===== config.mk =====
export PLATFORM = sky130hd
export DESIGN_NAME = tcp_payload_blank_and_checksum_unit
export DESIGN_NICKNAME = d
export VERILOG_FILES = /design/src/hw/rtl/tpbc_pkg.sv /design/src/hw/rtl/tpbc_step.sv /design/src/hw/rtl/tcp_payload_blank_and_checksum_unit.sv
export SDC_FILE = /design/constraint.sdc
export NUM_CORES = 1
export LEC_CHECK = 0
export ABC_AREA = 1
export BUFFER_PORTS_ARGS = -buffer_cell sky130_fd_sc_hd__buf_4
export CAP_MARGIN = 20
export CORE_UTILIZATION = 45
export CTS_BUF_LIST = sky130_fd_sc_hd__clkbuf_4 sky130_fd_sc_hd__clkbuf_8 sky130_fd_sc_hd__clkbuf_16
export DETAILED_ROUTE_END_ITERATION = 10
export GPL_TIMING_DRIVEN = 0
export SLEW_MARGIN = 20
export SYNTH_ARGS = -nofsm -noshare
export SYNTH_HDL_FRONTEND = slang
export SYNTH_HIERARCHICAL = 1
export SYNTH_SLANG_ARGS = --single-unit

===== constraint.sdc =====
create_clock -name clk -period 16.8 [get_ports clk]
set_input_delay 1.68 -clock clk [delete_from_list [all_inputs] [get_ports clk]]
set_output_delay 1.68 -clock clk [all_outputs]
set_load 0.05 [all_outputs]

===== src/hw/rtl/tpbc_pkg.sv =====
// Shared types, constants and checksum helpers for the TCP blank and checksum unit.
package tpbc_pkg;

    localparam int MAX_SEGMENT = 2048;
    localparam int IDX_W       = $clog2(MAX_SEGMENT) + 1;
    localparam int SUM_W       = 17;
    localparam int HDR_W       = 6;
    localparam int LIMIT_W     = 6;

    localparam logic [LIMIT_W-1:0] BLANK_LIMIT_RESET = 6'd30;
    localparam logic [HDR_W-1:0]   MIN_HDR_BYTES     = 6'd20;
    localparam logic [IDX_W-1:0]   IDX_SEG_MAX       = IDX_W'(MAX_SEGMENT);
    localparam logic [IDX_W-1:0]   IDX_DATA_OFFSET   = IDX_W'(12);
    localparam logic [IDX_W-1:0]   IDX_CHECK_HI      = IDX_W'(16);
    localparam logic [IDX_W-1:0]   IDX_CHECK_LO      = IDX_W'(17);
    localparam logic [15:0]        TCP_PROTOCOL      = 16'd6;

    typedef struct packed {
        logic [IDX_W-1:0] idx;
        logic [SUM_W-1:0] sum;
        logic [7:0]       held;
        logic [HDR_W-1:0] hdr;
        logic             bad;
    } seg_state_t;

    typedef struct packed {
        logic [7:0]       seg_byte;
        logic             seg_last;
        logic [SUM_W-1:0] ph_sum;
    } item_t;

    typedef struct packed {
        logic [7:0]  out_byte;
        logic        out_last;
        logic [15:0] checksum;
        logic        too_long;
        logic        bad_header_length;
    } result_t;

    function automatic logic [SUM_W-1:0] oc_add(input logic [SUM_W-1:0] s,
                                                input logic [15:0] w);
        logic [SUM_W:0] t;
        t = {1'b0, s} + {2'b00, w};
        return {1'b0, t[15:0]} + {15'b0, t[17:16]};
    endfunction

    function automatic logic [SUM_W-1:0] pseudo_sum(input logic [31:0] src,
                                                    input logic [31:0] dst);
        logic [SUM_W-1:0] s;
        s = oc_add('0, src[31:16]);
        s = oc_add(s, src[15:0]);
        s = oc_add(s, dst[31:16]);
        s = oc_add(s, dst[15:0]);
        s = oc_add(s, TCP_PROTOCOL);
        return s;
    endfunction

endpackage


===== src/hw/rtl/tpbc_step.sv =====
// Per-byte blanking, byte pairing and checksum finish for one segment item.
module tpbc_step (
    input  tpbc_pkg::item_t                    item,
    input  tpbc_pkg::seg_state_t               st,
    input  logic [tpbc_pkg::LIMIT_W-1:0]       blank_limit,
    output tpbc_pkg::seg_state_t               st_next,
    output tpbc_pkg::result_t                  res
);

    logic [tpbc_pkg::IDX_W-1:0] idx;
    logic [tpbc_pkg::IDX_W-1:0] count;
    logic [tpbc_pkg::IDX_W-1:0] hdr_ext;
    logic [tpbc_pkg::SUM_W-1:0] base;
    logic [tpbc_pkg::SUM_W-1:0] sum_new;
    logic [tpbc_pkg::SUM_W-1:0] padded;
    logic [tpbc_pkg::SUM_W-1:0] final_sum;
    logic [tpbc_pkg::HDR_W-1:0] hdr_new;
    logic                       bad_new;
    logic                       blank;
    logic                       too;
    logic [7:0]                 ob;
    logic [7:0]                 cb;
    logic [7:0]                 held_new;

    always_comb
    begin
        idx     = st.idx;
        hdr_ext = {{(tpbc_pkg::IDX_W-tpbc_pkg::HDR_W){1'b0}}, st.hdr};
        base    = (idx == '0) ? item.ph_sum : st.sum;

        blank = (idx > tpbc_pkg::IDX_DATA_OFFSET) && !st.bad && (idx >= hdr_ext) &&
                ((idx - hdr_ext) <
                 {{(tpbc_pkg::IDX_W-tpbc_pkg::LIMIT_W){1'b0}}, blank_limit});
        ob = blank ? 8'h00 : item.seg_byte;
        cb = (idx == tpbc_pkg::IDX_CHECK_HI || idx == tpbc_pkg::IDX_CHECK_LO) ? 8'h00 : ob;

        if (idx[0])
        begin
            sum_new  = tpbc_pkg::oc_add(base, {st.held, cb});
            held_new = st.held;
        end
        else
        begin
            sum_new  = base;
            held_new = cb;
        end

        if (idx == tpbc_pkg::IDX_DATA_OFFSET)
        begin
            hdr_new = {item.seg_byte[7:4], 2'b00};
            bad_new = ({item.seg_byte[7:4], 2'b00} < tpbc_pkg::MIN_HDR_BYTES);
        end
        else
        begin
            hdr_new = st.hdr;
            bad_new = st.bad;
        end

        count = (idx == tpbc_pkg::IDX_SEG_MAX) ? idx : idx + tpbc_pkg::IDX_W'(1);

        padded    = idx[0] ? sum_new : tpbc_pkg::oc_add(sum_new, {held_new, 8'h00});
        final_sum = tpbc_pkg::oc_add(padded, 16'(count));
        too       = (count == tpbc_pkg::IDX_SEG_MAX);

        if (item.seg_last)
        begin
            st_next = '0;
        end
        else
        begin
            st_next.idx  = count;
            st_next.sum  = sum_new;
            st_next.held = held_new;
            st_next.hdr  = hdr_new;
            st_next.bad  = bad_new;
        end

        res.out_byte          = ob;
        res.out_last          = item.seg_last;
        res.checksum          = (item.seg_last && !too) ? ~final_sum[15:0] : 16'h0000;
        res.too_long          = item.seg_last && too;
        res.bad_header_length = bad_new;
    end

endmodule


===== src/hw/rtl/tcp_payload_blank_and_checksum_unit.sv =====
// Top level of the TCP payload blank and checksum unit.
//
// Segment bytes enter on the in_valid/in_ready channel, header first, one item
// per byte, with seg_last on the final byte; src_addr and dst_addr are taken
// with the first byte of each segment. Each item yields one result item on the
// out_valid/out_ready channel: the byte (zeroed inside the payload window),
// out_last, bad_header_length, and on the final byte the TCP checksum and the
// too_long flag. From acceptance the item sits in the input register, then the
// per-byte step logic loads the result register, which drives out_valid. Throughput
// is one item per cycle while the receiver does not stall; the loop through the
// segment state register sets that figure. When the receiver stalls the result
// register holds, the input register fills, and in_ready then drops until out_ready
// returns. blank_limit is written through cfg_wr_en/cfg_wr_data; the user must
// write it only while idle, as the block does not enforce it. Reset empties both
// registers, clears the segment state and sets blank_limit to 30.
module tcp_payload_blank_and_checksum_unit (
    input  logic                          clk,
    input  logic                          rst_n,
    input  logic                          cfg_wr_en,
    input  logic [tpbc_pkg::LIMIT_W-1:0]  cfg_wr_data,
    input  logic                          in_valid,
    output logic                          in_ready,
    input  logic [7:0]                    seg_byte,
    input  logic [31:0]                   src_addr,
    input  logic [31:0]                   dst_addr,
    input  logic                          seg_last,
    output logic                          out_valid,
    input  logic                          out_ready,
    output logic [7:0]                    out_byte,
    output logic                          out_last,
    output logic [15:0]                   checksum,
    output logic                          too_long,
    output logic                          bad_header_length
);

    logic [tpbc_pkg::LIMIT_W-1:0] limit_reg;
    logic                         s1_valid_reg;
    logic                         s1_valid_next;
    tpbc_pkg::item_t              s1_item_reg;
    tpbc_pkg::item_t              s1_item_next;
    logic                         out_valid_reg;
    logic                         out_valid_next;
    tpbc_pkg::result_t            out_reg;
    tpbc_pkg::seg_state_t         state_reg;
    tpbc_pkg::seg_state_t         state_next;
    tpbc_pkg::result_t            step_res;
    logic                         advance;
    logic                         fire;
    logic                         in_take;

    assign advance  = !out_valid_reg || out_ready;
    assign fire     = s1_valid_reg && advance;
    assign in_ready = !s1_valid_reg || advance;
    assign in_take  = in_valid && in_ready;

    always_comb
    begin
        s1_item_next.seg_byte = seg_byte;
        s1_item_next.seg_last = seg_last;
        s1_item_next.ph_sum   = tpbc_pkg::pseudo_sum(src_addr, dst_addr);

        if (in_take)
            s1_valid_next = 1'b1;
        else if (fire)
            s1_valid_next = 1'b0;
        else
            s1_valid_next = s1_valid_reg;

        if (fire)
            out_valid_next = 1'b1;
        else if (out_ready)
            out_valid_next = 1'b0;
        else
            out_valid_next = out_valid_reg;
    end

    tpbc_step u_step (
        .item        (s1_item_reg),
        .st          (state_reg),
        .blank_limit (limit_reg),
        .st_next     (state_next),
        .res         (step_res)
    );

    always_ff @(posedge clk or negedge rst_n)
    begin
        if (!rst_n)
        begin
            limit_reg     <= tpbc_pkg::BLANK_LIMIT_RESET;
            s1_valid_reg  <= 1'b0;
            out_valid_reg <= 1'b0;
            state_reg     <= '0;
        end
        else
        begin
            if (cfg_wr_en)
                limit_reg <= cfg_wr_data;
            s1_valid_reg  <= s1_valid_next;
            out_valid_reg <= out_valid_next;
            if (fire)
                state_reg <= state_next;
        end
    end

    always_ff @(posedge clk)
    begin
        if (in_take)
            s1_item_reg <= s1_item_next;
        if (fire)
            out_reg <= step_res;
    end

    assign out_valid         = out_valid_reg;
    assign out_byte          = out_reg.out_byte;
    assign out_last          = out_reg.out_last;
    assign checksum          = out_reg.checksum;
    assign too_long          = out_reg.too_long;
    assign bad_header_length = out_reg.bad_header_length;

endmodule

==> flow_metrics.py, run 1 <==
metrics = {
    "run_status": {
        "outcome": "complete, no violations",
    },
    "final_layout": {
        "multi_input_area_um2": 7811,
        "nets": 2061,
        "seq_area_um2": 2898,
        "layout-drive-gt1-share": 0.1467,
        "area_growth_pct": 13.54,
        "final_cell_area_um2": 13340,
        "fillers": 2616,
        "antenna_cells": 0,
        "largest_reg_flops": 44,
    },
    "cts": {
        "clk_pin_slew_ns": 0.08,
        "cts_tree": "yes",
        "clkLatencyLatePin_ns": 0.37,
        "cts.sinks": 105,
        "cts_buffers": 9,
        "cts_max_level": 3,
        "cts_buffer_depth": 2,
        "cts-root-buf": "clkbuf_16",
    },
    "setup_path": {
        "max_stage_delay_ns": 0.44,
        "critPathArrivalTime_ns": 15.35,
        "worstSetupEndpointType": "flop",
        "critPathLaunchType": "flop",
        "slowest_stage": "dfrtp_1",
        "crit_top_cell": "nand2_1",
        "crit_type": "flop to flop",
        "worstPathMaxFanout": 20,
        "required_ns": 16.92,
    },
    "synth": {
        "syn_inst": 1731,
        "syn_nets": 1936,
        "synth_warnings": 6,
        "async_reset_ff_frac": 0.4952,
        "synthFlopType": "edfxtp_1",
        "synth.cell_area_um2": 11750,
        "synth.distinct_cells": 58,
        "yosysSeqAreaShare": 0.2467,
        "ys_ff_latch": 105,
        "synth_edf_count": 53,
        "yosysMostFrequentCell": "nand2_1",
        "syn_area_per_cell_um2": 6.785,
        "yosys-top-cells-count": "nand2_1 (531), inv_1 (213), nor2_1 (149)",
        "yosysTopAreaCell": "nand2_1",
        "synth_area_leaders": "nand2_1 (17%), edfxtp_1 (14%), ha_1 (12%)",
        "yosysTopAreaCellShare": 0.1697,
    },
    "routing": {
        "ant_nets": 0,
        "vias": 11219,
        "wl_per_cell_um": 14.68,
        "drtIter0Drc": 654,
        "drt_wl_total_mm": 32.16,
        "firstDrtPassIters": 5,
        "drc": 0,
        "vias_per_cell": 5.120,
    },
    "sta": {
        "slew_headroom": 0.3514,
        "rsz0062_at_grt": "false",
        "post-route-period-util": 0.9065,
        "period_minus_slack_ns": 15.23,
        "max_freq_mhz": 65.66,
        "setup_viol": 0,
        "final_hold_viol_count": 0,
        "setup_tns_ns": 0,
        "max_slew.worst_pin.slew_ns": 0.9718,
        "clock_skew_ns": 0.01137,
        "maxSlewViolCount": 0,
    },
    "power": {
        "p_int_mw": 1.333,
        "p_clk_frac": 0.072,
        "leakagePower_nw": 7.057,
        "p_switching_mw": 1.735,
        "p_sw_frac": 0.5656,
        "combPwrFrac": 0.791,
        "vdd_drop_max_uv": 151.9,
        "powerDensity_nw_per_um2": 230.0,
        "seqPwrFrac": 0.137,
    },
    "placement": {
        "hpwlAfterDp_mm": 26.45,
        "gp_congestion": 0.9022,
        "port_buffers": 111,
        "placed_cell_area_um2": 13010,
    },
    "die": {
        "rows": 58,
        "die_area_um2": 26750,
        "core_area_um2": 25400,
        "io_pins": 113,
        "die_w_um": 163.6,
        "start_util": 0.4624,
        "fp.dieH_um": 163.6,
    },
    "global_route": {
        "grt_pass1_wl_mm": 53.21,
        "grt_start_max_net_pins": 53,
        "globalRouteTotalUtil": 0.2526,
        "grt_pass1_vias": 10918,
        "grt-ovfl-total": 0,
        "antenna_found_initial": 0,
    },
    "worst_hold_path": {
        "hold_path.class": "flop to flop",
    },
    "job": {
        "cap_violations": 0,
    },
}
==> routing by layer <==
metal,wire length (µm),part of all wire,vias to the layer above,track usage
li1,-,-,5848,-
met2,15750,0.49,208,0.4540
met5,0,0,-,0
met4,1002,0.031,0,0.09007
met3,1111,0.035,44,0.03098
met1,14290,0.44,5119,0.3072
==> what timing repair did <==
action                     in CTS  in global routing
buffers inserted                0                  3
gates resized for setup         0                  0
hold buffers                    0                  0
setup endpoints to repair       0                  5
==> critical path, delay by kind of cell (launching register included) <==
kind | cells | cell delay, ns
AO/OA/AOI/OAI | 23 | 3.68
flip-flops | 1 | 0.44
XOR/XNOR | 3 | 0.67
buffers and inverters | 13 | 1.68
AND/OR/NAND/NOR | 47 | 5.50
adder cells (fa/ha/maj) | 10 | 2.97
==> cells in the final DEF, fill, tap and decap left out, types with 19 or more instances in the layout <==
cell type  synthesis  final
o21ai_0           48     48
nor2_2            22     22
ha_1             108    108
nand3_1          112    112
nand2_1          531    531
nand2_2           34     34
buf_4              2    116
a21oi_1          108    108
nor3_1            21     21
nand4_1           24     24
edfxtp_1          53     53
xor2_1            63     63
nor2_1           149    149
inv_1            213    213
dfrtp_1           48     48
xnor2_1           21     21
clkbuf_1          21     20
inv_2             19     19
==> final timing paths <==
check / start / end / slack (ns) / depth (start not counted)
min in group asynchronous: rst_n / limit_reg[5] / 1.35 / 1
min reg2reg: state_reg[26] / state_reg[26] / 0.48 / 2
max: state_reg[32] / checksum[14] / 1.57 / 96
max in group asynchronous: rst_n / state_reg[25] / 14.92 / 1
min: state_reg[26] / state_reg[26] / 0.48 / 2
max reg2reg: state_reg[32] / checksum[14] / 1.57 / 96
==> cell families (layout without fill, tap and decap cells) <==
family,after synthesis,count (layout),synth area share
AOI/OAI and AO/OA,207,207,0.1015
xor gates and xnor gates,84,84,0.06264
adders and majority gates,121,121,0.1372
buffers and inverters,264,394,0.08821
DFF,105,105,0.2467
muxes,6,6,0.005752
other,2,2,0.0006394
and+or+nand+nor,942,942,0.3573
==> power by group through the flow <==
stage	Sequential [mW]	Clock, mW	Combinational [mW]
2_1_floorplan	0.497	0	1.84
3_3_place_gp	0.423	0	2.37
3_5_place_dp	0.424	0	2.41
4_1_cts	0.421	0.228	2.43
5_1_grt	0.428	0.237	2.76
6_report	0.420	0.222	2.43
==> through the flow <==
step | setup slack [ns] | std cells | util | hold WS (ns) | power (mW)
6_report | 1.571 | 2191 | 0.5250 | 0.4847 | 3.067
5_1_grt | 0.1876 | 2191 | 0.5250 | 0.5026 | 3.428
3_5_place_dp | 0.8555 | 2173 | 0.5123 | 0.4646 | 2.835
4_1_cts | 0.7750 | 2189 | 0.5243 | 0.4870 | 3.074
2_1_floorplan | 4.031 | 1731 | - | 0.4489 | 2.334
3_3_place_gp | 0.9586 | 2172 | 0.5115 | 0.4614 | 2.793
==> final cells by class <==
class,count,area share
clock inverters,7,0.005911
well taps,330,0.03096
clock buffers,9,0.01689
flip-flops and latches,105,0.2173
inverters,235,0.06624
plain buffers,28,0.01126
repair buffers,115,0.06568
multi-input cells,1362,0.5858
Power figures use the tool's default switching activity.
==> run 2: changes to the inputs <==
==> constraint.sdc (replaced) <==
create_clock -name clk -period 17.7 [get_ports clk]
set_input_delay 1.77 -clock clk [delete_from_list [all_inputs] [get_ports clk]]
set_output_delay 1.77 -clock clk [all_outputs]
set_load 0.1 [all_outputs]
==> run 2 against run 1 <==
Compared with the run above: flip-flop and latch count is the same; global-route usage did not move; core utilization fell by 0.074 points; critical path type unchanged; setup slack better by 0.063 ns.
==> flow_metrics.py, run 2 (synthesized netlist as in run 1, its figures left out) <==
metrics = {
    "routing": {
        "firstDrtPassIters": 5,
        "drc": 0,
        "wl_per_cell_um": 14.73,
        "vias": 11179,
        "vias_per_cell": 5.107,
        "drt_wl_total_mm": 32.25,
        "drtIter0Drc": 678,
        "ant_nets": 0,
    },
    "sta": {
        "max_slew.worst_pin.slew_ns": 0.9876,
        "clock_skew_ns": 0.01205,
        "max_freq_mhz": 62.24,
        "period_minus_slack_ns": 16.07,
        "setup_viol": 0,
        "maxSlewViolCount": 0,
        "rsz0062_at_grt": "false",
        "setup_tns_ns": 0,
        "post-route-period-util": 0.9077,
        "slew_headroom": 0.3409,
        "final_hold_viol_count": 0,
    },
    "die": {
        "start_util": 0.4624,
        "die_w_um": 163.6,
        "rows": 58,
        "core_area_um2": 25400,
        "die_area_um2": 26750,
        "io_pins": 113,
        "fp.dieH_um": 163.6,
    },
    "global_route": {
        "globalRouteTotalUtil": 0.2526,
        "grt_pass1_wl_mm": 53.21,
        "antenna_found_initial": 0,
        "grt_pass1_vias": 10918,
        "grt-ovfl-total": 0,
        "grt_start_max_net_pins": 53,
    },
    "setup_path": {
        "r2r_end": "checksum[14]",
        "cp_top_family": "simple AND/OR/NAND/NOR gates",
        "critPathLaunchType": "flop",
        "cp_num_buf_inv": 12,
        "max_stage_delay_ns": 0.58,
        "slowest_stage": "clkbuf_1",
        "rr_worst_depth": 94,
        "crit_top_cell": "nand2_1",
        "r2r_start": "state_reg[32]",
        "reg2reg_slack_ns": 1.63,
        "critPathArrivalTime_ns": 16.18,
        "worstPathMaxFanout": 11,
        "required_ns": 17.82,
        "worstSetupEndpointType": "flop",
        "crit_type": "flop to flop",
    },
    "final_layout": {
        "nets": 2059,
        "mostFrequentLayoutCells": "nand2_1 (531), inv_1 (213), nor2_1 (149), buf_4 (113), nand3_1 (112)",
        "multi_input_area_um2": 7811,
        "fillers": 2623,
        "layout_commonest_cell": "nand2_1",
        "area_growth_pct": 13.38,
        "layout-drive-gt1-share": 0.1452,
        "largest_reg_flops": 44,
        "seq_area_um2": 2898,
        "final_cell_area_um2": 13320,
        "antenna_cells": 0,
    },
    "cts": {
        "cts-resized-gates": 0,
        "cts_tree": "yes",
        "cts_max_level": 3,
        "hold_buffers": 0,
        "clk_pin_slew_ns": 0.08,
        "clkLatencyLatePin_ns": 0.37,
        "cts-root-buf": "clkbuf_16",
        "cts.sinks": 105,
        "post_cts_buffers": 0,
        "cts_buffers": 9,
        "cts_buffer_depth": 2,
    },
    "worst_hold_path": {
        "min_path_cells": 2,
        "worstHoldStart": "state_reg[26]",
        "min_to": "state_reg[26]",
        "hold_path.class": "flop to flop",
    },
    "placement": {
        "placed_cell_area_um2": 13010,
        "hpwlAfterDp_mm": 26.45,
        "gp_congestion": 0.9022,
        "port_buffers": 111,
    },
    "run_status": {
        "outcome": "complete, no violations",
    },
    "job": {
        "cap_violations": 0,
    },
}
[run 2: worst max path at each step]
stage,depth (start not counted),start,end,slack [ns]
2_1_floorplan,96,state_reg[32],checksum[14],4.93
4_1_cts,96,state_reg[32],checksum[14],1.68
6_report,94,state_reg[32],checksum[14],1.63
3_5_place_dp,96,state_reg[32],checksum[14],1.76
5_1_grt,98,state_reg[32],checksum[14],0.23
3_3_place_gp,96,state_reg[32],checksum[14],1.86
[run 2: layout make-up]
cell class,instances,area share
buffer,29,0.01156
clock inverter,7,0.005919
clock buffer,9,0.01691
inverter,235,0.06633
timing repair buffer,112,0.06408
tap,330,0.03101
sequential,105,0.2176
multi-input combinational,1362,0.5866
[run 2: worst min-delay path, delay by kind of cell, from the launching register on]
family           cells  cell delay, ns
and+or+nand+nor      2            0.11
DFF                  1            0.35
[run 2: per-stage QoR]
stage          cells  hold slack, ns  worst slack [ns]  utilization
6_report        2189          0.4861             1.634       0.5243
5_1_grt         2189          0.5026            0.2262       0.5243
4_1_cts         2189          0.4870             1.675       0.5243
3_5_place_dp    2173          0.4646             1.755       0.5123
3_3_place_gp    2172          0.4614             1.859       0.5115
2_1_floorplan   1731          0.4489             4.931            -
[run 2: layer usage]
metal,GRT usage,up-vias,part of all wire
li1,-,5842,-
met1,0.3072,5079,0.44
met2,0.4540,212,0.49
met3,0.03098,46,0.040
met4,0.09007,0,0.032
met5,0,-,0
Power of run 2 is not shown: default switching activity piles up to over one toggle a cycle in this logic, so the estimate is an artifact.
==> run 3: changes to the inputs <==
--- a/config.mk
+++ b/config.mk
@@ -8,7 +8,7 @@
 export ABC_AREA = 1
 export BUFFER_PORTS_ARGS = -buffer_cell sky130_fd_sc_hd__buf_4
 export CAP_MARGIN = 20
-export CORE_UTILIZATION = 45
+export CORE_UTILIZATION = 35
 export CTS_BUF_LIST = sky130_fd_sc_hd__clkbuf_4 sky130_fd_sc_hd__clkbuf_8 sky130_fd_sc_hd__clkbuf_16
 export DETAILED_ROUTE_END_ITERATION = 10
 export GPL_TIMING_DRIVEN = 0
==> run 3 against run 2 <==
Compared with the run above: core utilization decreased by 11 points; maximum frequency about the same; global-route usage decreased by 6.2 points; design area increased by 1.1%; largest cell class unchanged; sequential share of layout area decreased by 0.23 points; clock skew about the same; critical endpoint unchanged; non-clock buffer count unchanged; final cell count increased by 5.1%.
==> flow_metrics.py, run 3 (synthesized netlist as in run 1, its figures left out) <==
metrics = {
    "routing": {
        "drt_wl_total_mm": 31.58,
        "firstDrtPassIters": 5,
        "ant_nets": 0,
        "drc": 0,
        "vias": 11313,
        "drtIter0Drc": 609,
        "vias_per_cell": 4.917,
        "wl_per_cell_um": 13.72,
    },
    "final_layout": {
        "nets": 2059,
        "antenna_cells": 0,
        "area_growth_pct": 14.62,
        "layout-drive-gt1-share": 0.1452,
        "layout_commonest_cell": "nand2_1",
        "largest_reg_flops": 44,
        "mostFrequentLayoutCells": "nand2_1 (531), inv_1 (213), nor2_1 (149), buf_4 (113), nand3_1 (112)",
    },
    "worst_hold_path": {
        "min_to": "state_reg[18]",
        "worstHoldStart": "state_reg[18]",
        "hold_path.class": "flop to flop",
        "min_path_cells": 2,
    },
    "sta": {
        "post-route-period-util": 0.9070,
        "final_hold_viol_count": 0,
        "max_freq_mhz": 62.29,
        "max_slew.worst_pin.slew_ns": 0.9811,
        "setup_slack_ns": 1.646,
        "slew_headroom": 0.3409,
        "setup_tns_ns": 0,
        "clock_skew_ns": 0.01253,
        "rsz0062_at_grt": "false",
        "setup_viol": 0,
        "period_minus_slack_ns": 16.05,
        "maxSlewViolCount": 0,
    },
    "placement": {
        "dp_slack_ns": 1.834,
        "gp_congestion": 0.9207,
        "hpwlAfterDp_mm": 26.02,
        "port_buffers": 111,
    },
    "setup_path": {
        "max_stage_delay_ns": 0.61,
        "cp_top_family": "simple AND/OR/NAND/NOR gates",
        "r2r_start": "state_reg[32]",
        "worstSetupEndpointType": "flop",
        "reg2reg_slack_ns": 1.65,
        "cp_num_buf_inv": 12,
        "slowest_stage": "clkbuf_1",
        "critPathArrivalTime_ns": 16.16,
        "crit_type": "flop to flop",
        "crit_top_cell": "nand2_1",
        "required_ns": 17.81,
        "rr_worst_depth": 94,
        "critPathLaunchType": "flop",
        "r2r_end": "checksum[14]",
        "worstPathMaxFanout": 11,
    },
    "die": {
        "start_util": 0.3583,
        "core_area_um2": 32780,
        "die_area_um2": 34290,
        "io_pins": 113,
        "die_w_um": 185.2,
        "rows": 66,
        "fp.dieH_um": 185.2,
    },
    "global_route": {
        "grt_pass1_vias": 10906,
        "globalRouteTotalUtil": 0.1901,
        "grt_pass1_wl_mm": 51.72,
        "grt-ovfl-total": 0,
        "antenna_found_initial": 0,
        "grt_start_max_net_pins": 53,
    },
    "cts": {
        "post_cts_buffers": 0,
        "cts_buffers": 9,
        "cts_max_level": 3,
        "cts_tree": "yes",
        "cts-root-buf": "clkbuf_16",
        "clkLatencyLatePin_ns": 0.36,
        "cts-resized-gates": 0,
        "cts.sinks": 105,
        "cts_buffer_depth": 2,
        "clk_pin_slew_ns": 0.08,
        "hold_buffers": 0,
    },
    "run_status": {
        "outcome": "complete, no violations",
    },
    "job": {
        "cap_violations": 0,
    },
}
-- run 3: tightest hold or removal path: stages (launching register included) --
cell and delay [ns]:
dfrtp_1 0.34, nand2_1 0.05, nand2_1 0.06
-- run 3: area by class of cell --
cell class	instances	area, µm²
Inverter	235	883.3
Multi-Input combinational cell	1362	7811
Fill cell	3472	19320
Tap cell	442	553.0
Sequential cell	105	2898
Clock buffer	9	225.2
Timing Repair Buffer	112	853.3
Buffer	29	153.9
Clock inverter	7	83.83
-- run 3: worst max path at each step --
stage                        end     startpoint  slack [ns]  depth (start not counted)
floorplan           checksum[14]  state_reg[32]        4.93                         96
global placement    checksum[14]  state_reg[32]        1.97                         95
detailed placement  checksum[14]  state_reg[32]        1.83                         96
CTS                 checksum[14]  state_reg[32]        1.73                         94
global route        checksum[14]  state_reg[32]        0.28                         96
finish              checksum[14]  state_reg[32]        1.65                         94
-- run 3: metrics by stage --
step	cells	utilization	hold slack [ns]	cell area, µm²
2_1_floorplan	1731	-	0.4489	11750
3_3_place_gp	2284	0.4005	0.4615	13130
3_5_place_dp	2285	0.4012	0.4649	13150
4_1_cts	2301	0.4106	0.4857	13460
5_1_grt	2301	0.4106	0.4941	13460
6_report	2301	0.4106	0.4839	13460
-- run 3: layer usage --
layer	part of all wire	global-route usage	wire, µm	vias up
li1	-	-	-	5834
met1	0.44	0.2251	13900	5181
met2	0.49	0.3513	15430	261
met3	0.046	0.02713	1437	37
met4	0.026	0.05752	808	0
met5	0	0	0	-
Power of run 3 is left out for the same reason.
